### src/sv/addressable_led_bit_encoder_macros.svh
// assertion macros of the encoder rtl
// no dependencies; included by the files that carry assertions
`ifndef ADDRESSABLE_LED_BIT_ENCODER_MACROS_SVH
`define ADDRESSABLE_LED_BIT_ENCODER_MACROS_SVH
`ifndef SYNTHESIS
`define ALED_ASSERT_IMPL(label, clk, rst_n, ante, cons) \
	label: assert property (@(posedge clk) disable iff (!(rst_n)) (ante) |-> (cons)) \
		else $error("implication check failed");
`define ALED_ASSERT_NEXT(label, clk, rst_n, ante, cons) \
	label: assert property (@(posedge clk) disable iff (!(rst_n)) (ante) |=> (cons)) \
		else $error("next-cycle check failed");
`else
`define ALED_ASSERT_IMPL(label, clk, rst_n, ante, cons)
`define ALED_ASSERT_NEXT(label, clk, rst_n, ante, cons)
`endif
`endif

### src/sv/aled_pkg.sv
// types and constants of the addressable led bit encoder
// no dependencies; imported by all encoder modules, used by name in the interfaces
package aled_pkg;

	localparam int COLOR_W         = 8;
	localparam int TIME_W          = 10;
	localparam int LATCH_W         = 16;
	localparam int BITS_PER_PIXEL  = 3 * COLOR_W;
	localparam int IDX_W           = $clog2(BITS_PER_PIXEL + 1);
	localparam int PADDR_W         = 5;
	localparam int PDATA_W         = 32;
	localparam int QUEUE_DEPTH_DEF = 2;

	localparam logic [TIME_W-1:0]  ZERO_HIGH_RST = TIME_W'(30);
	localparam logic [TIME_W-1:0]  ZERO_LOW_RST  = TIME_W'(68);
	localparam logic [TIME_W-1:0]  ONE_HIGH_RST  = TIME_W'(68);
	localparam logic [TIME_W-1:0]  ONE_LOW_RST   = TIME_W'(30);
	localparam logic [LATCH_W-1:0] LATCH_RST     = LATCH_W'(5000);

	typedef enum logic [2:0] {
		REG_ZERO_HIGH = 3'd0,
		REG_ZERO_LOW  = 3'd1,
		REG_ONE_HIGH  = 3'd2,
		REG_ONE_LOW   = 3'd3,
		REG_LATCH     = 3'd4
	} reg_idx_t;

	typedef struct packed {
		logic [TIME_W-1:0]  zero_high;
		logic [TIME_W-1:0]  zero_low;
		logic [TIME_W-1:0]  one_high;
		logic [TIME_W-1:0]  one_low;
		logic [LATCH_W-1:0] latch;
	} cfg_t;

	typedef struct packed {
		logic [BITS_PER_PIXEL-1:0] word;
		logic                      frame_end;
	} pix_entry_t;

	typedef struct packed {
		logic       valid;
		pix_entry_t entry;
	} q_slot_t;

endpackage

### src/sv/aled_if.sv
// channel interfaces: pixel requests in, pulse requests out
// depends on aled_pkg
interface aled_pixel_if;
	logic                         valid;
	logic                         ready;
	logic [aled_pkg::COLOR_W-1:0] green;
	logic [aled_pkg::COLOR_W-1:0] red;
	logic [aled_pkg::COLOR_W-1:0] blue;
	logic                         frame_end;

	modport source(output valid, green, red, blue, frame_end, input ready);
	modport sink(input valid, green, red, blue, frame_end, output ready);
endinterface

interface aled_pulse_if;
	logic                         valid;
	logic                         ready;
	logic [aled_pkg::TIME_W-1:0]  high_time;
	logic [aled_pkg::LATCH_W-1:0] low_time;
	logic                         data_bit;
	logic                         is_latch;
	logic                         run_last;

	modport source(output valid, high_time, low_time, data_bit, is_latch, run_last,
		input ready);
	modport sink(input valid, high_time, low_time, data_bit, is_latch, run_last,
		output ready);
endinterface

### src/sv/aled_cfg.sv
// apb register file holding the pulse timing
// depends on aled_pkg
module aled_cfg (
	input  logic                         clk,
	input  logic                         arst_n,
	input  logic                         psel,
	input  logic                         penable,
	input  logic                         pwrite,
	input  logic [aled_pkg::PADDR_W-1:0] paddr,
	input  logic [aled_pkg::PDATA_W-1:0] pwdata,
	output logic [aled_pkg::PDATA_W-1:0] prdata,
	output logic                         pready,
	output aled_pkg::cfg_t               cfg
);
	import aled_pkg::*;

	cfg_t     cfg_q;
	reg_idx_t idx;
	logic     wr_en;

	assign idx    = reg_idx_t'(paddr[PADDR_W-1:2]);
	assign wr_en  = psel && penable && pwrite;
	assign pready = 1'b1;
	assign cfg    = cfg_q;

	always_ff @(posedge clk or negedge arst_n) begin
		if (!arst_n) begin
			cfg_q.zero_high <= ZERO_HIGH_RST;
			cfg_q.zero_low  <= ZERO_LOW_RST;
			cfg_q.one_high  <= ONE_HIGH_RST;
			cfg_q.one_low   <= ONE_LOW_RST;
			cfg_q.latch     <= LATCH_RST;
		end else if (wr_en) begin
			case (idx)
				REG_ZERO_HIGH: cfg_q.zero_high <= pwdata[TIME_W-1:0];
				REG_ZERO_LOW:  cfg_q.zero_low  <= pwdata[TIME_W-1:0];
				REG_ONE_HIGH:  cfg_q.one_high  <= pwdata[TIME_W-1:0];
				REG_ONE_LOW:   cfg_q.one_low   <= pwdata[TIME_W-1:0];
				REG_LATCH:     cfg_q.latch     <= pwdata[LATCH_W-1:0];
				default: begin
				end
			endcase
		end
	end

	always_comb begin
		case (idx)
			REG_ZERO_HIGH: prdata = PDATA_W'(cfg_q.zero_high);
			REG_ZERO_LOW:  prdata = PDATA_W'(cfg_q.zero_low);
			REG_ONE_HIGH:  prdata = PDATA_W'(cfg_q.one_high);
			REG_ONE_LOW:   prdata = PDATA_W'(cfg_q.one_low);
			REG_LATCH:     prdata = PDATA_W'(cfg_q.latch);
			default:       prdata = '0;
		endcase
	end

endmodule

### src/sv/aled_front.sv
// front stage: takes pixel requests and packs them into queue entries
// depends on aled_pkg and aled_pixel_if
module aled_front (
	input  logic              clk,
	input  logic              arst_n,
	aled_pixel_if.sink        pixel,
	output aled_pkg::q_slot_t push,
	input  logic              push_ready
);
	import aled_pkg::*;

	logic       v_s1;
	pix_entry_t entry_s1;
	logic       take;

	assign pixel.ready = !v_s1 || push_ready;
	assign take        = pixel.valid && pixel.ready;
	assign push.valid  = v_s1;
	assign push.entry  = entry_s1;

	always_ff @(posedge clk or negedge arst_n) begin
		if (!arst_n) begin
			v_s1 <= 1'b0;
		end else if (take) begin
			v_s1 <= 1'b1;
		end else if (push_ready) begin
			v_s1 <= 1'b0;
		end
	end

	// green goes out first, so it sits in the top byte
	always_ff @(posedge clk) begin
		if (take) begin
			entry_s1.word      <= {pixel.green, pixel.red, pixel.blue};
			entry_s1.frame_end <= pixel.frame_end;
		end
	end

endmodule

### src/sv/aled_fifo.sv
// short queue of packed pixels between front and back
// depends on aled_pkg
module aled_fifo #(
	parameter int DEPTH = aled_pkg::QUEUE_DEPTH_DEF
) (
	input  logic              clk,
	input  logic              arst_n,
	input  aled_pkg::q_slot_t push,
	output logic              push_ready,
	output aled_pkg::q_slot_t head,
	input  logic              pop
);
	import aled_pkg::*;

	localparam int PW = $clog2(DEPTH);
	localparam int CW = $clog2(DEPTH + 1);

	pix_entry_t    mem_q [DEPTH];
	logic [PW-1:0] wr_ptr_q;
	logic [PW-1:0] rd_ptr_q;
	logic [CW-1:0] cnt_q;
	logic          do_push;
	logic          do_pop;

	assign push_ready = cnt_q != CW'(DEPTH);
	assign do_push    = push.valid && push_ready;
	assign do_pop     = pop && (cnt_q != '0);
	assign head.valid = cnt_q != '0;
	assign head.entry = mem_q[rd_ptr_q];

	always_ff @(posedge clk or negedge arst_n) begin
		if (!arst_n) begin
			wr_ptr_q <= '0;
			rd_ptr_q <= '0;
			cnt_q    <= '0;
		end else begin
			if (do_push) begin
				wr_ptr_q <= (wr_ptr_q == PW'(DEPTH - 1)) ? '0 : wr_ptr_q + 1'b1;
			end
			if (do_pop) begin
				rd_ptr_q <= (rd_ptr_q == PW'(DEPTH - 1)) ? '0 : rd_ptr_q + 1'b1;
			end
			if (do_push && !do_pop) begin
				cnt_q <= cnt_q + 1'b1;
			end else if (do_pop && !do_push) begin
				cnt_q <= cnt_q - 1'b1;
			end
		end
	end

	always_ff @(posedge clk) begin
		if (do_push) begin
			mem_q[wr_ptr_q] <= push.entry;
		end
	end

endmodule

### src/sv/aled_back.sv
// back stage: serializes a pixel into 24 bit pulses plus an optional latch gap
// depends on aled_pkg, aled_pulse_if and the assertion macros
`include "addressable_led_bit_encoder_macros.svh"
module aled_back (
	input  logic              clk,
	input  logic              arst_n,
	input  aled_pkg::cfg_t    cfg,
	input  aled_pkg::q_slot_t head,
	output logic              pop,
	aled_pulse_if.source      pulse
);
	import aled_pkg::*;

	logic                      busy_q;
	logic [BITS_PER_PIXEL-1:0] word_q;
	logic [IDX_W-1:0]          idx_q;
	logic                      fe_q;

	logic                 ov_q;
	logic [TIME_W-1:0]    high_q;
	logic [LATCH_W-1:0]   low_q;
	logic                 bit_q;
	logic                 latch_q;
	logic                 last_q;

	logic                      advance;
	logic                      go;
	logic [BITS_PER_PIXEL-1:0] cur_word;
	logic [IDX_W-1:0]          cur_idx;
	logic                      cur_fe;
	logic                      r_latch;
	logic                      r_bit;
	logic                      r_last;

	assign advance  = !ov_q || pulse.ready;
	assign go       = busy_q || head.valid;
	assign pop      = advance && !busy_q && head.valid;
	assign cur_word = busy_q ? word_q : head.entry.word;
	assign cur_idx  = busy_q ? idx_q : '0;
	assign cur_fe   = busy_q ? fe_q : head.entry.frame_end;

	// after the last data bit only a frame end pixel is still busy
	assign r_latch = cur_idx == IDX_W'(BITS_PER_PIXEL);
	assign r_bit   = !r_latch && cur_word[BITS_PER_PIXEL-1];
	assign r_last  = r_latch || (!cur_fe && cur_idx == IDX_W'(BITS_PER_PIXEL - 1));

	always_ff @(posedge clk or negedge arst_n) begin
		if (!arst_n) begin
			busy_q <= 1'b0;
			ov_q   <= 1'b0;
			idx_q  <= '0;
		end else if (advance) begin
			ov_q <= go;
			if (go) begin
				busy_q <= !r_last;
				idx_q  <= cur_idx + 1'b1;
			end
		end
	end

	always_ff @(posedge clk) begin
		if (advance && go) begin
			word_q  <= {cur_word[BITS_PER_PIXEL-2:0], 1'b0};
			fe_q    <= cur_fe;
			bit_q   <= r_bit;
			latch_q <= r_latch;
			last_q  <= r_last;
			if (r_latch) begin
				high_q <= '0;
				low_q  <= cfg.latch;
			end else if (r_bit) begin
				high_q <= cfg.one_high;
				low_q  <= LATCH_W'(cfg.one_low);
			end else begin
				high_q <= cfg.zero_high;
				low_q  <= LATCH_W'(cfg.zero_low);
			end
		end
	end

	assign pulse.valid     = ov_q;
	assign pulse.high_time = high_q;
	assign pulse.low_time  = low_q;
	assign pulse.data_bit  = bit_q;
	assign pulse.is_latch  = latch_q;
	assign pulse.run_last  = last_q;

	`ALED_ASSERT_IMPL(a_idx_range, clk, arst_n, busy_q, idx_q <= IDX_W'(BITS_PER_PIXEL))
	`ALED_ASSERT_IMPL(a_latch_needs_fe, clk, arst_n, busy_q && !fe_q,
		idx_q != IDX_W'(BITS_PER_PIXEL))
	`ALED_ASSERT_NEXT(a_pop_starts_bit, clk, arst_n, pop,
		ov_q && !latch_q && !last_q && busy_q)

endmodule

### src/sv/addressable_led_bit_encoder.sv
// a pixel passes the front register, the pixel queue and the pulse register
// throughput: one pulse per cycle while pulses are taken; 24 pulses per
// pixel, 25 with frame end, set by the back stage serializer; the pixel queue
// lets the front keep taking pixels while a pulse waits to be taken
// reset: timing registers load their defaults, queue and pipeline empty at once
module addressable_led_bit_encoder #(
	parameter int QUEUE_DEPTH = aled_pkg::QUEUE_DEPTH_DEF
) (
	input  logic                         clk,
	input  logic                         arst_n,
	aled_pixel_if.sink                   pixel,
	aled_pulse_if.source                 pulse,
	input  logic                         psel,
	input  logic                         penable,
	input  logic                         pwrite,
	input  logic [aled_pkg::PADDR_W-1:0] paddr,
	input  logic [aled_pkg::PDATA_W-1:0] pwdata,
	output logic [aled_pkg::PDATA_W-1:0] prdata,
	output logic                         pready
);
	import aled_pkg::*;

	cfg_t    cfg;
	q_slot_t push;
	q_slot_t head;
	logic    push_ready;
	logic    pop;

	aled_cfg u_cfg (
		.clk     (clk),
		.arst_n  (arst_n),
		.psel    (psel),
		.penable (penable),
		.pwrite  (pwrite),
		.paddr   (paddr),
		.pwdata  (pwdata),
		.prdata  (prdata),
		.pready  (pready),
		.cfg     (cfg)
	);

	aled_front u_front (
		.clk        (clk),
		.arst_n     (arst_n),
		.pixel      (pixel),
		.push       (push),
		.push_ready (push_ready)
	);

	aled_fifo #(
		.DEPTH (QUEUE_DEPTH)
	) u_fifo (
		.clk        (clk),
		.arst_n     (arst_n),
		.push       (push),
		.push_ready (push_ready),
		.head       (head),
		.pop        (pop)
	);

	aled_back u_back (
		.clk    (clk),
		.arst_n (arst_n),
		.cfg    (cfg),
		.head   (head),
		.pop    (pop),
		.pulse  (pulse)
	);

endmodule

### src/flat_wrapper.sv
// flat-port wrapper written by rule: the top's interface ports become plain ports
module addressable_led_bit_encoder_flat import aled_pkg::*;
#(
	parameter int QUEUE_DEPTH = aled_pkg::QUEUE_DEPTH_DEF
)
  (clk, arst_n, psel, penable, pwrite, paddr, pwdata, prdata, pready, pixel_valid, pixel_green, pixel_red, pixel_blue, pixel_frame_end, pixel_ready, pulse_valid, pulse_high_time, pulse_low_time, pulse_data_bit, pulse_is_latch, pulse_run_last, pulse_ready);
  aled_pixel_if pixel_i ();
  aled_pulse_if pulse_i ();
  input  logic clk;
  input  logic arst_n;
  input  logic psel;
  input  logic penable;
  input  logic pwrite;
  input  logic [aled_pkg::PADDR_W-1:0] paddr;
  input  logic [aled_pkg::PDATA_W-1:0] pwdata;
  output logic [aled_pkg::PDATA_W-1:0] prdata;
  output logic pready;
  input wire logic [$bits(pixel_i.valid)-1:0] pixel_valid;
  input wire logic [$bits(pixel_i.green)-1:0] pixel_green;
  input wire logic [$bits(pixel_i.red)-1:0] pixel_red;
  input wire logic [$bits(pixel_i.blue)-1:0] pixel_blue;
  input wire logic [$bits(pixel_i.frame_end)-1:0] pixel_frame_end;
  output wire logic [$bits(pixel_i.ready)-1:0] pixel_ready;
  output wire logic [$bits(pulse_i.valid)-1:0] pulse_valid;
  output wire logic [$bits(pulse_i.high_time)-1:0] pulse_high_time;
  output wire logic [$bits(pulse_i.low_time)-1:0] pulse_low_time;
  output wire logic [$bits(pulse_i.data_bit)-1:0] pulse_data_bit;
  output wire logic [$bits(pulse_i.is_latch)-1:0] pulse_is_latch;
  output wire logic [$bits(pulse_i.run_last)-1:0] pulse_run_last;
  input wire logic [$bits(pulse_i.ready)-1:0] pulse_ready;
  assign pixel_i.valid = pixel_valid;
  assign pixel_i.green = pixel_green;
  assign pixel_i.red = pixel_red;
  assign pixel_i.blue = pixel_blue;
  assign pixel_i.frame_end = pixel_frame_end;
  assign pixel_ready = pixel_i.ready;
  assign pulse_valid = pulse_i.valid;
  assign pulse_high_time = pulse_i.high_time;
  assign pulse_low_time = pulse_i.low_time;
  assign pulse_data_bit = pulse_i.data_bit;
  assign pulse_is_latch = pulse_i.is_latch;
  assign pulse_run_last = pulse_i.run_last;
  assign pulse_i.ready = pulse_ready;
  addressable_led_bit_encoder #(.QUEUE_DEPTH(QUEUE_DEPTH)) u_core (.clk(clk), .arst_n(arst_n), .pixel(pixel_i), .pulse(pulse_i), .psel(psel), .penable(penable), .pwrite(pwrite), .paddr(paddr), .pwdata(pwdata), .prdata(prdata), .pready(pready));
endmodule
### config.mk
export PLATFORM = sky130hd
export DESIGN_NAME = addressable_led_bit_encoder_flat
export DESIGN_NICKNAME = d
export VERILOG_FILES = /design/src/sv/aled_pkg.sv /design/src/sv/aled_if.sv /design/src/sv/aled_cfg.sv /design/src/sv/aled_front.sv /design/src/sv/aled_fifo.sv /design/src/sv/aled_back.sv /design/src/sv/addressable_led_bit_encoder.sv /design/src/flat_wrapper.sv
export VERILOG_INCLUDE_DIRS = /design/src /design/src/sv
export SDC_FILE = /design/constraint.sdc
export NUM_CORES = 1
export LEC_CHECK = 0
export BUFFER_PORTS_ARGS = -buffer_cell sky130_fd_sc_hd__buf_2
export CORE_MARGIN = 3
export CORE_UTILIZATION = 45
export CTS_CLUSTER_SIZE = 16
export DETAILED_ROUTE_END_ITERATION = 8
export PLACE_DENSITY = 0.68
export SYNTH_ARGS = -nofsm -noshare
export SYNTH_HDL_FRONTEND = slang
export SYNTH_SLANG_ARGS = --single-unit
### constraint.sdc
create_clock -name clk -period 3.65 [get_ports clk]
set_input_delay 0.5475 -clock clk [delete_from_list [all_inputs] [get_ports clk]]
set_output_delay 0.5475 -clock clk [all_outputs]
set_load 0.005 [all_outputs]
Yosys cells after proc, flatten, opt, wreduce, memory -nomap -nowiden:

Memories as Yosys holds them, arrays and structs flattened.
Index checks and enable logic that the tools add are counted.
Widths: inputs -> output; s select.

* bits in registers: 146
* bits in writable memories: 50
* input bits: 69
* memories kept: 1

* add/subtract/negate cells: 5
* eq/ne operators: 7
* mux-type cells: 15
* reduce and logical (&&, ||, !) cells: 34

Memories
* u_core.u_fifo.mem_q: depth 2, bits a word 25, rd ports 1, clocked after memory_dff 0, wr ports 1, RTL line aled_fifo.sv:18 `pix_entry_t mem_q [DEPTH];`

Operators by type and width (number)
* $pmux 16 s5: 1
* $mux 24: 1
* $mux 10: 2
* $mux 16: 1
* $logic_and 1x1->1: 12
* $reduce_and 2->1: 6
* $eq 5x5->1 const B: 2
* $logic_not 1->1: 8
* $mux 1: 7
* $eq 3x2->1 const B: 2
* $reduce_bool 2->1: 3
* $add 5x1->5 const B: 1
* $mux 5: 1
* $logic_or 1x1->1: 4
* $mux 2: 2
* $eq 3x1->1 const B: 1
* $eq 3x3->1 const B: 1
* $logic_not 3->1: 1
* $add 1x1->1 const B: 2
* $add 2x1->2 const B: 1
* $ne 2x2->1 const B: 1
* $sub 2x1->2 const B: 1

Logic depth before layout (Yosys ltp):

* depth in word-level cells: 8
* gate-level depth with buffers: 8

Cells and area by module:

From an unflattened synthesis, not the netlist that was laid out.

* cells, all modules: 523
* area total of the unflattened synthesis: 8356.8 sq um

By module, submodules not included
* aled_cfg: times used 1, cells each 202, area an instance 2742.6 sq um, seq. area each 1422.6 sq um
* aled_back: times used 1, cells each 195, area an instance 2702.6 sq um, seq. area each 1766.7 sq um
* aled_fifo: times used 1, cells each 96, area an instance 2099.5 sq um, seq. area each 1601.5 sq um
* aled_front: times used 1, cells each 30, area an instance 812.0 sq um, seq. area each 775.7 sq um

Least setup slack after synthesis:

Ideal clock, no wire load.

* path type: register -> register
* start: register u_core.u_back.busy_q
* end: register u_core.u_back.idx_q[1]
* data arrival time: 3544 ps
* data required time: 3523 ps
* setup slack: -21 ps
* cell stages (with the launch flop): 5
* path buffers: 1
* cell sequence: dfrtp_1 clkbuf_1 nor3_1 nor2_1 mux2_2

* longest elaborated chain between the ends: 2

Ends and longest elaborated chain
* start: declaration: RTL line aled_back.sv:14 `logic busy_q;`
* start signal: assignment: RTL line aled_back.sv:55 `busy_q <= !r_last;`
* $mux 5 / $logic_or 1x1->1 (equally long branches): RTL line aled_back.sv:39, aled_back.sv:36
* $add 5x1->5 / $reduce_and 2->1 (equally long branches)
* end signal: assignment: RTL line aled_back.sv:56 `idx_q <= cur_idx + 1'b1;`
* end: declaration: RTL line aled_back.sv:16 `logic [IDX_W-1:0] idx_q;`

Parallel ways exist; a longest one is shown, timed or not.
A chain may end at the register's enable or synchronous reset.

Worst setup path after layout:

* start: input paddr[3] in the netlist's numbering
* end: output prdata[0] in the netlist's numbering

* longest elaborated chain between the ends: 2

Ends and longest elaborated chain
* start: declaration: RTL line flat_wrapper.sv:14 `input logic [aled_pkg::PADDR_W-1:0] paddr;`
* $eq 3x3->1, or another cell as far along: RTL line aled_cfg.sv:47 `case (idx)`
* $pmux 16 s5 *: RTL line aled_cfg.sv:47
* end: declaration: RTL line flat_wrapper.sv:16 `output logic [aled_pkg::PDATA_W-1:0] prdata;`

Mark *: on every way between the ends. The rest lies on a longest branch, timed or not.

==> metrics.txt <==
PortBufs=97; DR DRC count=0; core area=0.0181 mm2; CP Max Fanout=34; required time of the critical path=3100 ps; clk buf depth=2; multi-input logic area=0.00261 mm2; CTS resizes=0; boundary pin count=133; FF/Latch Area=0.00557 mm2; max-cap viol count=0; share of cells above drive strength 1=34.7%; Placer Congestion=0.820; initial core utilization=46.4%; first-pass GRT wire length=26400 um; Final #Nets=733; Final min period=2710 ps; R2R depth=4; Detail Placement HPWL=10400 um; post-synthesis cell area=0.00841 mm2; Clock transition at path regs=80 ps; reg2reg start=u_core.u_back.busy_q; outcome=completed; Worst VDD drop=0.430 mV; crit end category=primary output; placed insts=872; final setup fails=0; Via density=5.32; die height=143 um; register area share after synthesis=66.2%; grt ovf=0; initial antenna violation count=0; r2r endpoint=u_core.u_back.word_q[4]; Hold Path Depth=1; HP Class=input pin to flop; commonest non-fill, non-tap cell in the layout=edfxtp_1; fillcell total=1505; clk sinks=196; Area growth syn-to-layout=15.2%; Row Count=49; Hold Crit Start=pixel_red[0]; DIE WIDTH=143 um; RSZ-0062 raised after global routing=no; Setup crit start=paddr[3]; fin. max-slew vios=0; Worst Skew=10.2 ps; clock root cell=clkbuf_16; asr flop ratio synth=34.7%; flops & latches, synth=196; CTS tree=yes; Post-CTS Setup Bufs=0; most frequent cells in the layout=128 x edfxtp_1, 97 x buf_2, 67 x mux2_2; Final Hold Viols=0; largest net degree at the start of global routing=79; # hold bufs at CTS=0; Util after Layout=53.4%; CP Launch Type=input pin; Setup CP Type=input pin to primary output; Leak=3.94 nW; non-filler instance count after layout=904; Final Cycle Share=74.2%; total track usage=16.7%; Detail Route Antenna Nets=0; cell count after synthesis=571; # H-tree levels=4; hold endpoint=u_core.u_front.push[9]; 1st-iter DRT viols=363; vias in the first global route=4877; worst skew pair latency=430 ps; DR vias=4807; mean post-synth cell area=14.7 um2; Synth warnings=0; setup_tns=0 ps; r2r setup slk=1180 ps; Netlist cell types=44; wire per inst=17.9 um; ys flop type=edfxtp_1; CTS Buf Count=17; Max Clk Rate=369 MHz; CP Data Arrival Time=2160 ps; Pre-antenna DRT Iters=5; Post-synth EDFFs=128; PwrDens=724 mW/mm2; Max-Slew Margin vs Limit=30.3%; die area=0.0204 mm2; ant diodes=0; actual slew at the worst max-slew pin=1040 ps; routed wire length=16200 um
==> through the flow <==
| step | total power (W) | hold slack, ps | area, um2 | setup WS, ps |
|---|---|---|---|---|
| after floorplan | 0.00462 | 252 | 8470 | 940 |
| after global placement | 0.00509 | 423 | 9050 | 962 |
| after detailed placement | 0.00517 | 432 | 9050 | 964 |
| after CTS | 0.00709 | 267 | 9690 | 960 |
| after global routing | 0.00744 | 263 | 9690 | 856 |
| final | 0.00701 | 284 | 9690 | 941 |
==> report_power, final <==
group / internal [W] / switching [W] / total, W / leakage, nW
Combinational: 0.000732 / 0.000898 / 0.00163 / 1.58
Clock: 0.00100 / 0.000906 / 0.00191 / 0.303
Sequential: 0.00318 / 0.000298 / 0.00348 / 2.05
==> flip-flops by register name (all words and copies together) (netlist names), 2 cells and up <==
register	cells
u_core.u_cfg.cfg	56
u_core.u_fifo.mem_q	50
u_core.u_front.push	25
u_core.u_back.word_q	23
u_core.u_back.pulse.low_time	16
u_core.u_back.pulse.high_time	10
u_core.u_back.idx_q	5
u_core.u_fifo.cnt_q	2
==> critical path, stage by stage <==
cell and delay, ps:
buf_2 670, mux2i_1 240, o22a_1 250, o22ai_1 250, buf_2 180
==> cell families after synthesis <==
logic type                 after synthesis  synth area share (%)
muxes                                  133                  16.8
AOI/OAI and AO/OA                       90                  7.26
other                                    2                0.0893
DFF                                    196                  66.2
adders and majority gates                2                 0.297
buffers and inverters                   56                  3.55
and+or+nand+nor                         87                  5.28
xor gates and xnor gates                 5                 0.521
==> worst max path at each step <==
stage / end
floorplan: u_core.u_back.idx_q[1]
global placement: prdata[0]
detailed placement: prdata[0]
CTS: prdata[0]
global route: prdata[4]
finish: prdata[0]
==> synth_stat cells, drive strengths merged (2+ instances only) <==
cell / instances / area share, %
edfxtp: 128 / 46
mux2: 67 / 9.0
mux2i: 66 / 7.9
dfrtp: 51 / 15
o21ai: 44 / 2.6
nand2: 38 / 1.7
buf: 29 / 2.4
clkbuf: 22 / 0.98
dfstp: 17 / 5.3
and2: 16 / 1.2
nor2: 10 / 0.51
o211ai: 10 / 0.89
o221a: 10 / 1.3
o22a: 10 / 1.0
o22ai: 10 / 0.74
nand2b: 6 / 0.45
inv: 5 / 0.22
nand4: 3 / 0.22
xnor2: 3 / 0.31
a2bb2oi: 2 / 0.21
and3: 2 / 0.15
conb: 2 / 0.089
ha: 2 / 0.30
nor3: 2 / 0.18
or3: 2 / 0.15
xor2: 2 / 0.21
==> layer usage <==
layer  share of wire (%)  track usage, %  wire length (um)
met4                 1.3            4.80               213
met3                 4.6            3.82               739
met1                  44            21.9              7140
met5                   0               0                 0
met2                  50            28.0              8130
==> cell type report <==
cell class | instances | area share [%]
clock buffer | 17 | 4.39
clock inverter | 15 | 2.18
inverter | 5 | 0.194
multi-input combinational | 334 | 27.0
sequential | 196 | 57.5
tap | 229 | 2.96
timing repair buffer | 108 | 5.86
Note: power is estimated with default switching activity, not from simulation.
